===== src/design/bsa_pkg.sv =====
// ----------------------------------------------------------------------------
// bsa_pkg
// Shared codes and types for the bitmap slot allocator.
// ----------------------------------------------------------------------------
`default_nettype none

package bsa_pkg;

  localparam int unsigned WORD_W = 64;
  localparam int unsigned BIT_W  = 6;

  localparam logic [2:0] FUNC_ALLOC = 3'd0;
  localparam logic [2:0] FUNC_FREE  = 3'd1;
  localparam logic [2:0] FUNC_MARK  = 3'd2;
  localparam logic [2:0] FUNC_CHECK = 3'd3;
  localparam logic [2:0] FUNC_CLEAR = 3'd4;

  localparam logic [1:0] STAT_OK    = 2'd0;
  localparam logic [1:0] STAT_RANGE = 2'd1;
  localparam logic [1:0] STAT_SAME  = 2'd2;
  localparam logic [1:0] STAT_FULL  = 2'd3;

  localparam logic [2:0] KIND_ALLOC = 3'd0;
  localparam logic [2:0] KIND_GROW  = 3'd1;
  localparam logic [2:0] KIND_FREE  = 3'd2;
  localparam logic [2:0] KIND_MARK  = 3'd3;
  localparam logic [2:0] KIND_CHECK = 3'd4;

  typedef struct packed {
    logic             found;
    logic [BIT_W-1:0] pos;
  } ffs_t;

endpackage

`default_nettype wire


===== src/design/bsa_ffs.sv =====
// ----------------------------------------------------------------------------
// bsa_ffs
// Find-first-set over one bitmap word, split into eight groups of eight.
// ----------------------------------------------------------------------------
`default_nettype none

module bsa_ffs (
  input  logic [63:0]   vec_i,
  output bsa_pkg::ffs_t res_o
);
  import bsa_pkg::*;

  localparam int unsigned GRP = 8;

  logic [GRP-1:0] grp_any;
  logic [2:0]     grp_sel;
  logic [2:0]     bit_sel;
  logic [GRP-1:0] grp_bits;

  always_comb begin
    for (int g = 0; g < GRP; g++) begin
      grp_any[g] = |vec_i[g*GRP +: GRP];
    end
    grp_sel = '0;
    for (int g = GRP - 1; g >= 0; g--) begin
      if (grp_any[g]) begin
        grp_sel = 3'(g);
      end
    end
    grp_bits = vec_i[{grp_sel, 3'b000} +: GRP];
    bit_sel = '0;
    for (int b = GRP - 1; b >= 0; b--) begin
      if (grp_bits[b]) begin
        bit_sel = 3'(b);
      end
    end
    res_o.found = |grp_any;
    res_o.pos   = {grp_sel, bit_sel};
  end

endmodule

`default_nettype wire


===== src/design/bitmap_slot_allocator.sv =====
// ----------------------------------------------------------------------------
// bitmap_slot_allocator
// Next-fit slot allocator over a used bitmap held in a 64-bit word memory.
// ----------------------------------------------------------------------------
// Free, mark, check: ST_RD, ST_MOD, ST_DONE (only ST_DONE when out of range).
// Allocate: one bitmap word read per cycle from the hint, two passes at most;
//   then ST_ENC, ST_RD, ST_MOD, ST_DONE; a miss on both passes goes to ST_GROW.
// Clear: zeroing sweep, one word per cycle, then ST_DONE.
// One item at a time; next beat taken once the result sits in the output reg.
// After reset a clearing pass over every bitmap word runs with in_stall_o high.
`default_nettype none

module bitmap_slot_allocator #(
  parameter int unsigned CAPACITY = 1024
) (
  input  logic        clk_i,
  input  logic        rst_ni,
  input  logic        in_valid_i,
  output logic        in_stall_o,
  input  logic [2:0]  func_i,
  input  logic [9:0]  slot_i,
  output logic        out_valid_o,
  input  logic        out_stall_i,
  output logic [1:0]  status_o,
  output logic [9:0]  granted_o,
  output logic        in_use_o,
  output logic [10:0] table_size_o,
  input  logic        psel,
  input  logic        penable,
  input  logic        pwrite,
  input  logic [2:0]  paddr,
  input  logic [31:0] pwdata,
  output logic [31:0] prdata,
  output logic        pready
);
  import bsa_pkg::*;

  localparam int unsigned SZ_W     = $clog2(CAPACITY + 1);
  localparam int unsigned IDX_W    = $clog2(CAPACITY);
  localparam int unsigned NWORDS   = (CAPACITY + WORD_W - 1) / WORD_W;
  localparam int unsigned WA_W     = (NWORDS > 1) ? $clog2(NWORDS) : 1;
  localparam int unsigned WC_W     = WA_W + 1;
  localparam int unsigned RST_SIZE = (CAPACITY < 64) ? CAPACITY : 64;

  localparam logic [2:0] ST_IDLE = 3'd0;
  localparam logic [2:0] ST_CLR  = 3'd1;
  localparam logic [2:0] ST_SCAN = 3'd2;
  localparam logic [2:0] ST_ENC  = 3'd3;
  localparam logic [2:0] ST_GROW = 3'd4;
  localparam logic [2:0] ST_RD   = 3'd5;
  localparam logic [2:0] ST_MOD  = 3'd6;
  localparam logic [2:0] ST_DONE = 3'd7;

  // control state
  logic [2:0]      state_q, state_d;
  logic [SZ_W-1:0] size_q, size_d;
  logic [SZ_W-1:0] grow_q, grow_d;
  logic [SZ_W-1:0] hint_q, hint_d;
  logic [10:0]     init_cfg_q, max_cfg_q;
  logic [WA_W-1:0] clr_q, clr_d;
  logic            clr_op_q, clr_op_d;
  logic            rd_vld_q, rd_vld_d;
  logic            out_valid_q, out_valid_d;

  // datapath
  logic            pass_q, pass_d;
  logic [SZ_W-1:0] lo_q, lo_d, hi_q, hi_d;
  logic [WC_W-1:0] iss_q, iss_d, last_q, last_d;
  logic [WA_W-1:0] rd_word_q, rd_word_d;
  logic [63:0]     free_q, free_d;
  logic [WA_W-1:0] fword_q, fword_d;
  logic [IDX_W-1:0] target_q, target_d;
  logic [2:0]      kind_q, kind_d;
  logic [1:0]      res_status_q, res_status_d;
  logic [9:0]      res_granted_q, res_granted_d;
  logic            res_in_use_q, res_in_use_d;
  logic [1:0]      out_status_q;
  logic [9:0]      out_granted_q;
  logic            out_in_use_q;
  logic [10:0]     out_size_q;

  // bitmap memory
  logic [63:0]     mem_q [NWORDS];
  logic [63:0]     rdata_q;
  logic            mem_we, mem_re;
  logic [WA_W-1:0] mem_waddr, mem_raddr;
  logic [63:0]     mem_wdata;

  logic [SZ_W-1:0] eff_init, eff_max;
  logic [SZ_W:0]   grow_sum, grow_dbl;
  logic [SZ_W-1:0] grow_size, grow_next;
  logic [WA_W-1:0] t_word;
  logic [5:0]      t_bit;
  logic [63:0]     t_onehot;
  logic            t_cur;
  logic [63:0]     lomask, himask, free_v;
  logic            hit;
  logic            slot_in_range;
  logic            start_scan;
  logic [SZ_W-1:0] start_lo, start_hi;
  logic            single_op;
  logic            out_load;
  logic            cfg_wr;
  ffs_t            ffs;

  // ---- configuration port ----
  assign pready = 1'b1;
  assign cfg_wr = psel & penable & pwrite;

  always_ff @(posedge clk_i or negedge rst_ni) begin
    if (!rst_ni) begin
      init_cfg_q <= 11'd64;
      max_cfg_q  <= 11'd1024;
    end else if (cfg_wr) begin
      if (paddr[2]) begin
        max_cfg_q <= pwdata[10:0];
      end else begin
        init_cfg_q <= pwdata[10:0];
      end
    end
  end

  assign prdata = paddr[2] ? 32'(max_cfg_q) : 32'(init_cfg_q);

  // ---- effective sizes and growth ----
  always_comb begin
    if (init_cfg_q == '0) begin
      eff_init = SZ_W'(1);
    end else if (32'(init_cfg_q) > 32'(CAPACITY)) begin
      eff_init = SZ_W'(CAPACITY);
    end else begin
      eff_init = SZ_W'(init_cfg_q);
    end
    if (max_cfg_q == '0 || 32'(max_cfg_q) > 32'(CAPACITY)) begin
      eff_max = SZ_W'(CAPACITY);
    end else begin
      eff_max = SZ_W'(max_cfg_q);
    end
    grow_sum  = {1'b0, size_q} + {1'b0, grow_q};
    grow_size = (grow_sum > {1'b0, eff_max}) ? eff_max : SZ_W'(grow_sum);
    grow_dbl  = {grow_q, 1'b0};
    grow_next = (grow_dbl > (SZ_W + 1)'(CAPACITY)) ? SZ_W'(CAPACITY) : SZ_W'(grow_dbl);
  end

  // ---- target slot decode ----
  assign t_word   = WA_W'(32'(target_q) >> BIT_W);
  assign t_bit    = 6'(32'(target_q));
  assign t_onehot = 64'(1) << t_bit;
  assign t_cur    = rdata_q[t_bit];

  assign slot_in_range = 32'(slot_i) < 32'(size_q);

  // ---- scan window of the returning word ----
  always_comb begin
    if (32'(rd_word_q) == (32'(lo_q) >> BIT_W)) begin
      lomask = {64{1'b1}} << 6'(32'(lo_q));
    end else begin
      lomask = '1;
    end
    if (32'(rd_word_q) == (32'(hi_q) >> BIT_W)) begin
      himask = ~({64{1'b1}} << 6'(32'(hi_q)));
    end else begin
      himask = '1;
    end
    free_v = ~rdata_q & lomask & himask;
    hit    = rd_vld_q & (|free_v);
  end

  bsa_ffs u_ffs (
    .vec_i (free_q),
    .res_o (ffs)
  );

  // ---- sequencer ----
  always_comb begin
    state_d       = state_q;
    size_d        = size_q;
    grow_d        = grow_q;
    hint_d        = hint_q;
    clr_d         = clr_q;
    clr_op_d      = clr_op_q;
    rd_vld_d      = rd_vld_q;
    pass_d        = pass_q;
    lo_d          = lo_q;
    hi_d          = hi_q;
    iss_d         = iss_q;
    last_d        = last_q;
    rd_word_d     = rd_word_q;
    free_d        = free_q;
    fword_d       = fword_q;
    target_d      = target_q;
    kind_d        = kind_q;
    res_status_d  = res_status_q;
    res_granted_d = res_granted_q;
    res_in_use_d  = res_in_use_q;
    mem_we        = 1'b0;
    mem_waddr     = t_word;
    mem_wdata     = rdata_q;
    mem_re        = 1'b0;
    mem_raddr     = t_word;
    start_scan    = 1'b0;
    start_lo      = hint_q;
    start_hi      = size_q;
    single_op     = 1'b0;
    out_load      = 1'b0;

    case (state_q)
      ST_IDLE: begin
        if (in_valid_i) begin
          res_granted_d = slot_i;
          res_status_d  = STAT_OK;
          res_in_use_d  = 1'b0;
          case (func_i)
            FUNC_ALLOC: begin
              kind_d     = KIND_ALLOC;
              start_scan = 1'b1;
              if (hint_q < size_q) begin
                pass_d   = 1'b0;
                start_lo = hint_q;
                start_hi = size_q;
              end else begin
                pass_d   = 1'b1;
                start_lo = '0;
                start_hi = hint_q;
              end
            end
            FUNC_CLEAR: begin
              hint_d   = '0;
              size_d   = eff_init;
              grow_d   = eff_init;
              clr_d    = '0;
              clr_op_d = 1'b1;
              state_d  = ST_CLR;
            end
            FUNC_FREE: begin
              kind_d    = KIND_FREE;
              single_op = 1'b1;
            end
            FUNC_MARK: begin
              kind_d    = KIND_MARK;
              single_op = 1'b1;
            end
            default: begin
              kind_d    = KIND_CHECK;
              single_op = 1'b1;
            end
          endcase
          if (single_op) begin
            target_d = IDX_W'(32'(slot_i));
            if (slot_in_range) begin
              state_d = ST_RD;
            end else begin
              res_status_d = STAT_RANGE;
              state_d      = ST_DONE;
            end
          end
        end
      end

      ST_CLR: begin
        mem_we    = 1'b1;
        mem_waddr = clr_q;
        mem_wdata = '0;
        if (32'(clr_q) == NWORDS - 1) begin
          state_d = clr_op_q ? ST_DONE : ST_IDLE;
        end else begin
          clr_d = clr_q + 1'b1;
        end
      end

      ST_SCAN: begin
        if (hit) begin
          free_d   = free_v;
          fword_d  = rd_word_q;
          rd_vld_d = 1'b0;
          state_d  = ST_ENC;
        end else if (iss_q <= last_q) begin
          mem_re    = 1'b1;
          mem_raddr = iss_q[WA_W-1:0];
          rd_vld_d  = 1'b1;
          rd_word_d = iss_q[WA_W-1:0];
          iss_d     = iss_q + 1'b1;
        end else begin
          rd_vld_d = 1'b0;
          if (!pass_q && hint_q != '0) begin
            pass_d     = 1'b1;
            start_scan = 1'b1;
            start_lo   = '0;
            start_hi   = hint_q;
          end else begin
            state_d = ST_GROW;
          end
        end
      end

      ST_ENC: begin
        target_d = IDX_W'((32'(fword_q) << BIT_W) | 32'(ffs.pos));
        state_d  = ST_RD;
      end

      ST_GROW: begin
        if (size_q >= eff_max) begin
          res_status_d  = STAT_FULL;
          res_granted_d = '0;
          state_d       = ST_DONE;
        end else begin
          kind_d   = KIND_GROW;
          target_d = IDX_W'(size_q);
          state_d  = ST_RD;
        end
      end

      ST_RD: begin
        mem_re  = 1'b1;
        state_d = ST_MOD;
      end

      ST_MOD: begin
        state_d = ST_DONE;
        case (kind_q)
          KIND_ALLOC, KIND_GROW: begin
            mem_we        = 1'b1;
            mem_wdata     = rdata_q | t_onehot;
            hint_d        = SZ_W'(32'(target_q) + 32'd1);
            res_granted_d = 10'(32'(target_q));
            res_in_use_d  = 1'b1;
            if (kind_q == KIND_GROW) begin
              size_d = grow_size;
              grow_d = grow_next;
            end
          end
          KIND_FREE: begin
            if (t_cur) begin
              mem_we    = 1'b1;
              mem_wdata = rdata_q & ~t_onehot;
              hint_d    = SZ_W'(target_q);
            end else begin
              res_status_d = STAT_SAME;
            end
          end
          KIND_MARK: begin
            res_in_use_d = 1'b1;
            if (t_cur) begin
              res_status_d = STAT_SAME;
            end else begin
              mem_we    = 1'b1;
              mem_wdata = rdata_q | t_onehot;
            end
          end
          default: begin
            res_in_use_d = t_cur;
          end
        endcase
      end

      ST_DONE: begin
        if (!out_valid_q || !out_stall_i) begin
          out_load = 1'b1;
          state_d  = ST_IDLE;
        end
      end

      default: begin
        state_d = ST_IDLE;
      end
    endcase

    if (start_scan) begin
      lo_d     = start_lo;
      hi_d     = start_hi;
      iss_d    = WC_W'(32'(start_lo) >> BIT_W);
      last_d   = WC_W'((32'(start_hi) - 32'd1) >> BIT_W);
      rd_vld_d = 1'b0;
      state_d  = ST_SCAN;
    end
  end

  assign out_valid_d = out_load | (out_valid_q & out_stall_i);

  always_ff @(posedge clk_i or negedge rst_ni) begin
    if (!rst_ni) begin
      state_q     <= ST_CLR;
      size_q      <= SZ_W'(RST_SIZE);
      grow_q      <= SZ_W'(RST_SIZE);
      hint_q      <= '0;
      clr_q       <= '0;
      clr_op_q    <= 1'b0;
      rd_vld_q    <= 1'b0;
      out_valid_q <= 1'b0;
    end else begin
      state_q     <= state_d;
      size_q      <= size_d;
      grow_q      <= grow_d;
      hint_q      <= hint_d;
      clr_q       <= clr_d;
      clr_op_q    <= clr_op_d;
      rd_vld_q    <= rd_vld_d;
      out_valid_q <= out_valid_d;
    end
  end

  always_ff @(posedge clk_i) begin
    pass_q        <= pass_d;
    lo_q          <= lo_d;
    hi_q          <= hi_d;
    iss_q         <= iss_d;
    last_q        <= last_d;
    rd_word_q     <= rd_word_d;
    free_q        <= free_d;
    fword_q       <= fword_d;
    target_q      <= target_d;
    kind_q        <= kind_d;
    res_status_q  <= res_status_d;
    res_granted_q <= res_granted_d;
    res_in_use_q  <= res_in_use_d;
    if (out_load) begin
      out_status_q  <= res_status_q;
      out_granted_q <= res_granted_q;
      out_in_use_q  <= res_in_use_q;
      out_size_q    <= 11'(size_q);
    end
  end

  always_ff @(posedge clk_i) begin
    if (mem_we) begin
      mem_q[mem_waddr] <= mem_wdata;
    end
    if (mem_re) begin
      rdata_q <= mem_q[mem_raddr];
    end
  end

  assign in_stall_o   = (state_q != ST_IDLE);
  assign out_valid_o  = out_valid_q;
  assign status_o     = out_status_q;
  assign granted_o    = out_granted_q;
  assign in_use_o     = out_in_use_q;
  assign table_size_o = out_size_q;

  // ---- assertions ----
  a_hint_le_size: assert property (@(posedge clk_i) disable iff (!rst_ni)
    hint_q <= size_q)
    else $error("hint beyond table size");

  a_size_sane: assert property (@(posedge clk_i) disable iff (!rst_ni)
    size_q != '0 && size_q <= SZ_W'(CAPACITY) && grow_q != '0 && grow_q <= SZ_W'(CAPACITY))
    else $error("table size or grow step out of range");

  a_one_at_a_time: assert property (@(posedge clk_i) disable iff (!rst_ni)
    (in_valid_i && !in_stall_o) |=> in_stall_o)
    else $error("second beat taken while busy");

  a_enc_has_hit: assert property (@(posedge clk_i) disable iff (!rst_ni)
    (state_q == ST_ENC) |-> ffs.found)
    else $error("encode without a free bit");

  a_grant_was_free: assert property (@(posedge clk_i) disable iff (!rst_ni)
    (state_q == ST_MOD && (kind_q == KIND_ALLOC || kind_q == KIND_GROW)) |-> !t_cur)
    else $error("granted slot already in use");

endmodule

`default_nettype wire

===== config.mk =====
export PLATFORM = sky130hd
export DESIGN_NAME = bitmap_slot_allocator
export DESIGN_NICKNAME = d
export VERILOG_FILES = /design/src/design/bsa_pkg.sv /design/src/design/bsa_ffs.sv /design/src/design/bitmap_slot_allocator.sv
export SDC_FILE = /design/constraint.sdc
export NUM_CORES = 2
export LEC_CHECK = 0
export BUFFER_PORTS_ARGS = -buffer_cell sky130_fd_sc_hd__buf_2
export CAP_MARGIN = 20
export CORE_ASPECT_RATIO = 2
export CORE_MARGIN = 2
export CORE_UTILIZATION = 34
export DETAILED_ROUTE_END_ITERATION = 12
export PLACE_DENSITY = 0.51
export SLEW_MARGIN = 20
export SYNTH_ARGS = -nofsm -noshare
export SYNTH_HDL_FRONTEND = slang
export SYNTH_SLANG_ARGS = --single-unit

===== constraint.sdc =====
create_clock -name clk_i -period 7.45 [get_ports clk_i]
set_clock_uncertainty 0.2 [all_clocks]
set_input_delay 1.1175 -clock clk_i [delete_from_list [all_inputs] [get_ports clk_i]]
set_output_delay 1.1175 -clock clk_i [all_outputs]
set_load 0.01 [all_outputs]

* Word level (Yosys, flattened, before mapping)
Memory sizes are Yosys's and may differ from the RTL's. A register that Yosys moved wholly into a read port is not among the register bits.
Index checks and enable logic that the tools add are counted.
** Cells by class
- Div/mod/pow operators :: 0
- Reductions and logical operators :: 49
- Multipliers :: 0
- Shift-type cells :: 4
- Order comparisons :: 9
- Bitwise operators :: 15
- $add $sub $neg :: 5
- Eq/ne operators :: 42
- Muxes and demuxes :: 134
** Operator list (number)
- $mux 11 :: 27
- $mux 64 :: 4
- $and 64x64->64 :: 3
- $not 64->64 :: 3
- $pmux 64 s3 :: 1
- $pmux 11 s2 :: 6
- $pmux 64 s2 :: 1
- $shl 64x6->64 const A :: 2
- $mux 3 :: 28
- $or 64x64->64 :: 1
- $reduce_or 64->1 :: 1
- $reduce_or 8->1 :: 8
- $shiftx 64x7->8 :: 1
- $shl 1x6->64 const A :: 1
- $mux 10 :: 6
- $pmux 10 s3 :: 2
- $mux 1 :: 28
- $mux 4 :: 7
- $pmux 3 s8 :: 1
- $gt 11x11->1 const B :: 2
- $logic_not 11->1 :: 2
- $mux 5 :: 4
- $ne 2x2->1 const B :: 10
- $ne 3x3->1 const B :: 6
- other kinds (49) :: 103
** Storage, ports and cells
- Memories :: 1
- Input port bits :: 55
- Logic and storage cells :: 286
- Memory bits (read-only) :: 0
- Bits in writable memories :: 1024
- Output and inout port bits :: 59
- Bits in latches :: 0
- Register bits :: 220
** Memories
- mem_q :: words 16, width 64, read ports 1, clocked after memory_dff 1, write ports 1, line bitmap_slot_allocator.sv:83 : logic [63:0] mem_q [NWORDS];

* Longest topological paths before layout
- Word-level depth :: 20
- Mapped depth :: 22
- Mapped depth without buffers :: 21

* Hierarchy
Synthesis repeated with hierarchy kept, for this count alone.
** Unflattened totals
- Cells, all modules :: 6204
- Area, all modules :: 73529.3 um^2
** By module, submodules not included
- bitmap_slot_allocator :: times used 1, area each 72718.5 um^2, sequential area each 38958.6 um^2, cells an instance 6096
- bsa_ffs :: times used 1, area each 810.8 um^2, sequential area each 0.0 um^2, cells an instance 108

* Worst setup path before layout
OpenSTA, ideal clock, no wires.
- Kind :: reg2reg
- Start :: register target_q[0]
- End :: memory mem_q[7][0], enable pin
- Setup time :: 507 ps
- Path buffers :: 2
- Required time :: 6743 ps
- Cell stages (with the launch flop) :: 11
- Period minus slack after synthesis :: 7486 ps
- Setup slack :: -36 ps
- Data arrival time :: 6779 ps
- Path through :: edfxtp_1 > clkbuf_1 > buf_1 > mux4_2 > mux4_2 > mux4_2 > nor2_1 > nor2b_1 > a21oi_1 > a22oi_1 > a21oi_1
** On the way
- Cells in the longest elaborated chain, start to end :: 7
- Elaborated cells on any way between the ends :: 8
- Classes of those cells :: mux: 8
** Ends and longest elaborated chain
- start: declaration :: line bitmap_slot_allocator.sv:72 : logic [IDX_W-1:0] target_q, target_d;
- start signal: assignment :: line bitmap_slot_allocator.sv:411 : target_q <= target_d;
- $bmux 1 s6 * :: line bitmap_slot_allocator.sv:149 : assign t_cur = rdata_q[t_bit];
- $mux 1 (not written as such) * :: line bitmap_slot_allocator.sv:149
- $mux 1 (on tied branches) :: line bitmap_slot_allocator.sv:343, bitmap_slot_allocator.sv:333
- $pmux 1 s3 * :: line bitmap_slot_allocator.sv:320 : case (kind_q)
- $pmux 1 s2 * :: line bitmap_slot_allocator.sv:207 : case (state_q)
- $mux 1 * :: line bitmap_slot_allocator.sv:425 : if (mem_we) begin
- $mux 1 (not written as such) * :: line bitmap_slot_allocator.sv:426 : mem_q[mem_waddr] <= mem_wdata;
- end: declaration :: line bitmap_slot_allocator.sv:83
Mark *: on every way between the ends. The rest lies on a longest branch, timed or not. The select of a mux whose other input is x is not followed.

* Worst setup path in the final report
- Start :: register rd_word_q[2]
- End :: register rdata_q[43] (read register of mem_q), data pin
** On the way
- Cells in the longest elaborated chain, start to end :: 8
- Elaborated cells on any way between the ends :: 12
- Classes of those cells :: eq/ne: 2; mux: 6; bitwise: 3; reduce/logical: 1
** Ends and longest elaborated chain
- start: declaration :: line bitmap_slot_allocator.sv:69 : logic [WA_W-1:0] rd_word_q, rd_word_d;
- start signal: assignment :: line bitmap_slot_allocator.sv:408 : rd_word_q <= rd_word_d;
- $eq 4x5->1 :: line bitmap_slot_allocator.sv:155 : if (32'(rd_word_q) == (32'(lo_q) >> BIT_W)) begin
- $mux 64 :: line bitmap_slot_allocator.sv:155
- $and 64x64->64 :: line bitmap_slot_allocator.sv:165 : free_v = ~rdata_q & lomask & himask;
- $and 64x64->64 * :: line bitmap_slot_allocator.sv:165
- named net free_v[49] :: line bitmap_slot_allocator.sv:96 : logic [63:0] lomask, himask, free_v;
- $reduce_or 64->1 * :: line bitmap_slot_allocator.sv:166 : hit = rd_vld_q & (|free_v);
- $and 1x1->1 * :: line bitmap_slot_allocator.sv:166
- $mux 1 / $mux 4 (equally long branches) :: line bitmap_slot_allocator.sv:272 : if (hit) begin
- $pmux 1 s2 / $mux 4 (equally long branches) :: line bitmap_slot_allocator.sv:207
- end: declaration :: line bitmap_slot_allocator.sv:84 : logic [63:0] rdata_q;
Mark *: on every way through the listed nets, which the timed path passes. The rest lies on a longest branch.
A chain may end at the register's enable or synchronous reset.

==> results.cfg <==
[cells_and_area]
post-route-util_pct = 38.92
fin_nets = 4508
regArea_um2 = 38960
drive_above_1_share_pct = 17.05
multi_input_area_um2 = 18300
syn_to_final_growth_pct = 14.07
nFillCells = 16100
final_area_um2 = 66590

[timing]
max_slew.worst_pin.slew_ps = 1173
fin_crit_sh_pct = 91.45
max_slew_margin_pct = 21.82
setup_violations = 0
rsz0062_at_grt = false
fin_tns_setup_ps = 0
hold_viol_final = 0
post-route-min-period_ps = 6813
setup_slack_ps = 637.3
timing.fmax_mhz = 146.8
finalMaxSlewViolations = 0

[detailed_routing]
ant_nets = 0
route.vias.total = 38248
wl_met3_um = 8925
dr_wl_met2_um = 109500
drtIter0Drc = 3113
dr.pass1.iters = 6
vias_per_cell = 5.661
met1Wirelength_um = 67510
highest_layer = met4
wl_per_cell_um = 30.01
drc = 0
wl_um = 202800

[die]
io_pins = 114
fp.dieH_um = 590.0
start_util_pct = 34.12
dieWidth_um = 297.0
coreArea_um2 = 171100
fp.dieArea_um2 = 175200
rows = 215

[worst_hold_path]
hold_path.class = reg -> reg
hold_depth = 0

[clocking]
cts_tree = done
clockBufferDepth = 3
post_cts_buffers = 0
cts_root_buffer = clkbuf_16
cts_sinks = 1308
h-tree-depth = 3
clkTransAtPathRegs_ps = 70
clk_latency_ps = 750
ctsResizeCount = 0
cts_hold_buffers = 0
numCtsBuffers = 109

[yosys]
yosysUniqueCellTypes = 93
synth-edff-count = 1243
ys_seq_elements = 1308
async_flop_share_pct = 4.969
syn_inst = 4252
synth-seq-area-share_pct = 66.73
syn_area_um2 = 58380
synth-warning-count = 0
syn_area_per_cell_um2 = 13.73
synth_flop_cell = edfxtp_1

[power_and_ir_drop]
power.net_switching_mw = 11.87
intPower_mw = 17.83
max-vdd-ir-drop_mv = 0.3526
power_mw = 29.70
power.density_nw_per_um2 = 446.0
p_comb_share_pct = 41.0
pwr-share-clk_pct = 19.2
power_frac_seq_pct = 39.8
switching_share_pct = 39.97
p_leak_nw = 22.53

[worst_setup_path]
crit_path_top_delay_cell = a2111oi_2
cpMostUsedCell = buf_12
rr_worst_depth = 17
r2r_end = rdata_q[43]
setup.worst_path.end_class = flop
crit_start = rd_word_q[2]
cp_max_fo = 15
critPathCapture = rdata_q[43]
arrival_ps = 7040
slowest_delay_ps = 680
timing.rr.start = rd_word_q[2]
crit_chain = xor2_1 -> a2111oi_2 -> and2_1 -> buf_12 -> a221oi_2 -> or4_4 -> nor4_2 -> nand4_2 -> buf_4 -> o211ai_1 -> and4b_4 -> buf_12 -> buf_12 -> mux2_2 -> a22oi_2 -> o221ai_1 -> or4_1
crit_type = reg -> reg
regToRegSetupSlack_ps = 640
critPathRequiredTime_ps = 7680
setup.worst_path.start_class = flop

[global_routing]
antenna_found_initial = 5
grt.total_usage_pct = 22.69
grt_pass1_vias = 38760
grt_overflow = 0
grt_max_degree = 129
grt_pass1_wl_um = 285600

[place]
gp_congestion = 0.9424
hpwl_um = 134400
place_area_um2 = 63070
place_ws_ps = 694.4
io_buffers = 68

[status]
status = complete, no violations

[job]
maxCapViolations = 0
[worst max-delay path: cells and delay by family (launching register included)]
family / cells / cell delay (ps)
xor+xnor: 1 / 220
buf+inv: 4 / 860
compound gates: 5 / 1350
simple gates: 6 / 2890
flops: 1 / 530
mux: 1 / 350
[cell type report]
cell class | count | area share (%)
inverter | 60 | 0.3382
antenna | 3 | 0.01127
clock buffer | 123 | 4.239
sequential | 1308 | 58.50
clock inverter | 76 | 0.9545
timing repair buffer | 292 | 4.190
tap | 2278 | 4.280
multi-input combinational | 2616 | 27.49
[metal layers]
| layer | up-vias | track usage [%] |
|---|---|---|
| met5 | - | 0 |
| met4 | 0 | 16.41 |
| met3 | 510 | 2.684 |
| met2 | 1348 | 43.07 |
| met1 | 19728 | 22.64 |
| li1 | 16662 | - |
[metrics by stage]
stage	instances	hold slack, ps
global route	6756	231.4
floorplan	4272	200.3
detailed placement	6551	204.5
finish	6756	220.9
global placement	6551	201.1
CTS	6750	222.2
[power groups by stage]
| stage | logic (mW) | clock network [mW] | registers (mW) |
|---|---|---|---|
| after global routing | 13.0 | 6.08 | 11.8 |
| after global placement | 12.0 | 0 | 11.9 |
| after floorplan | 7.31 | 0 | 11.1 |
| after detailed placement | 12.1 | 0 | 12.0 |
| final | 12.2 | 5.70 | 11.8 |
| after CTS | 12.2 | 5.82 | 11.8 |
[layout by cell type (no fill, tap or decap), drive strengths merged, types with 29 or more instances in the layout]
cell / count
a221oi: 30
inv: 65
nand2: 485
mux2: 167
nor2: 188
a21o: 30
edfxtp: 1243
o221ai: 64
nand3: 66
buf: 292
ha: 65
nor3: 30
or4: 77
dfrtp: 60
mux2i: 271
clkinv: 59
o21ai: 234
a31oi: 45
o22ai: 82
a22oi: 71
mux4: 29
clkbuf: 123
a21oi: 285
[synth_stat cells, types with 11 or more instances]
master / count / share of area [%]
a22oi_1: 33 / 0.42
a21boi_0: 17 / 0.22
a211oi_1: 16 / 0.21
nor2_1: 187 / 1.2
or4_1: 76 / 0.98
xnor2_1: 20 / 0.30
nand2b_1: 28 / 0.30
ha_1: 65 / 1.4
o22ai_1: 82 / 0.88
a221oi_1: 29 / 0.44
dfrtp_1: 60 / 2.6
a21oi_1: 283 / 2.4
buf_2: 42 / 0.36
nor3_1: 29 / 0.25
nand2_1: 484 / 3.1
a22oi_2: 38 / 0.81
buf_4: 25 / 0.32
o211ai_1: 26 / 0.33
buf_1: 14 / 0.090
mux4_2: 29 / 1.1
nor2b_1: 21 / 0.23
xor2_1: 13 / 0.20
o221ai_1: 64 / 0.96
mux2_4: 52 / 1.3
or2_2: 11 / 0.12
o21a_1: 19 / 0.24
or3_1: 22 / 0.24
edfxtp_1: 1243 / 64
a21o_1: 30 / 0.39
o21ai_0: 232 / 2.0
nor4_1: 24 / 0.26
mux2_2: 112 / 2.2
clkbuf_1: 199 / 1.3
nand3_1: 66 / 0.57
inv_1: 59 / 0.38
a31oi_1: 43 / 0.46
and2_1: 25 / 0.27
mux2i_1: 271 / 4.6
o31ai_1: 16 / 0.21
[worst min path at each step]
| stage | from | end | slack (ps) |
|---|---|---|---|
| floorplan | res_granted_q[0] | granted_o[0] | 200 |
| global placement | res_granted_q[5] | granted_o[5] | 200 |
| detailed placement | res_in_use_q | in_use_o | 200 |
| CTS | res_granted_q[2] | granted_o[2] | 220 |
| global route | res_granted_q[2] | granted_o[2] | 230 |
| finish | res_granted_q[2] | granted_o[2] | 220 |
[cell families after synthesis]
| logic type | Yosys count | share of synthesized area (%) |
|---|---|---|
| buffers and inverters | 348 | 2.591 |
| xor gates and xnor gates | 33 | 0.4951 |
| DFF | 1308 | 66.73 |
| and+or+nand+nor | 1015 | 8.103 |
| adders and majority gates | 66 | 1.427 |
| muxes | 467 | 9.321 |
| other | 2 | 0.01286 |
| AOI/OAI and AO/OA | 1013 | 11.32 |
[state kept, by name, indices dropped and copies added, names as in the netlist, 11 cells and up]
signal / flops
free_q: 64
grow_q: 11
hi_q: 11
hint_q: 11
init_cfg_q: 11
lo_q: 11
max_cfg_q: 11
mem_q: 1024
rdata_q: 64
size_q: 11
table_size_o: 11
Power figures use the tool's default switching activity.
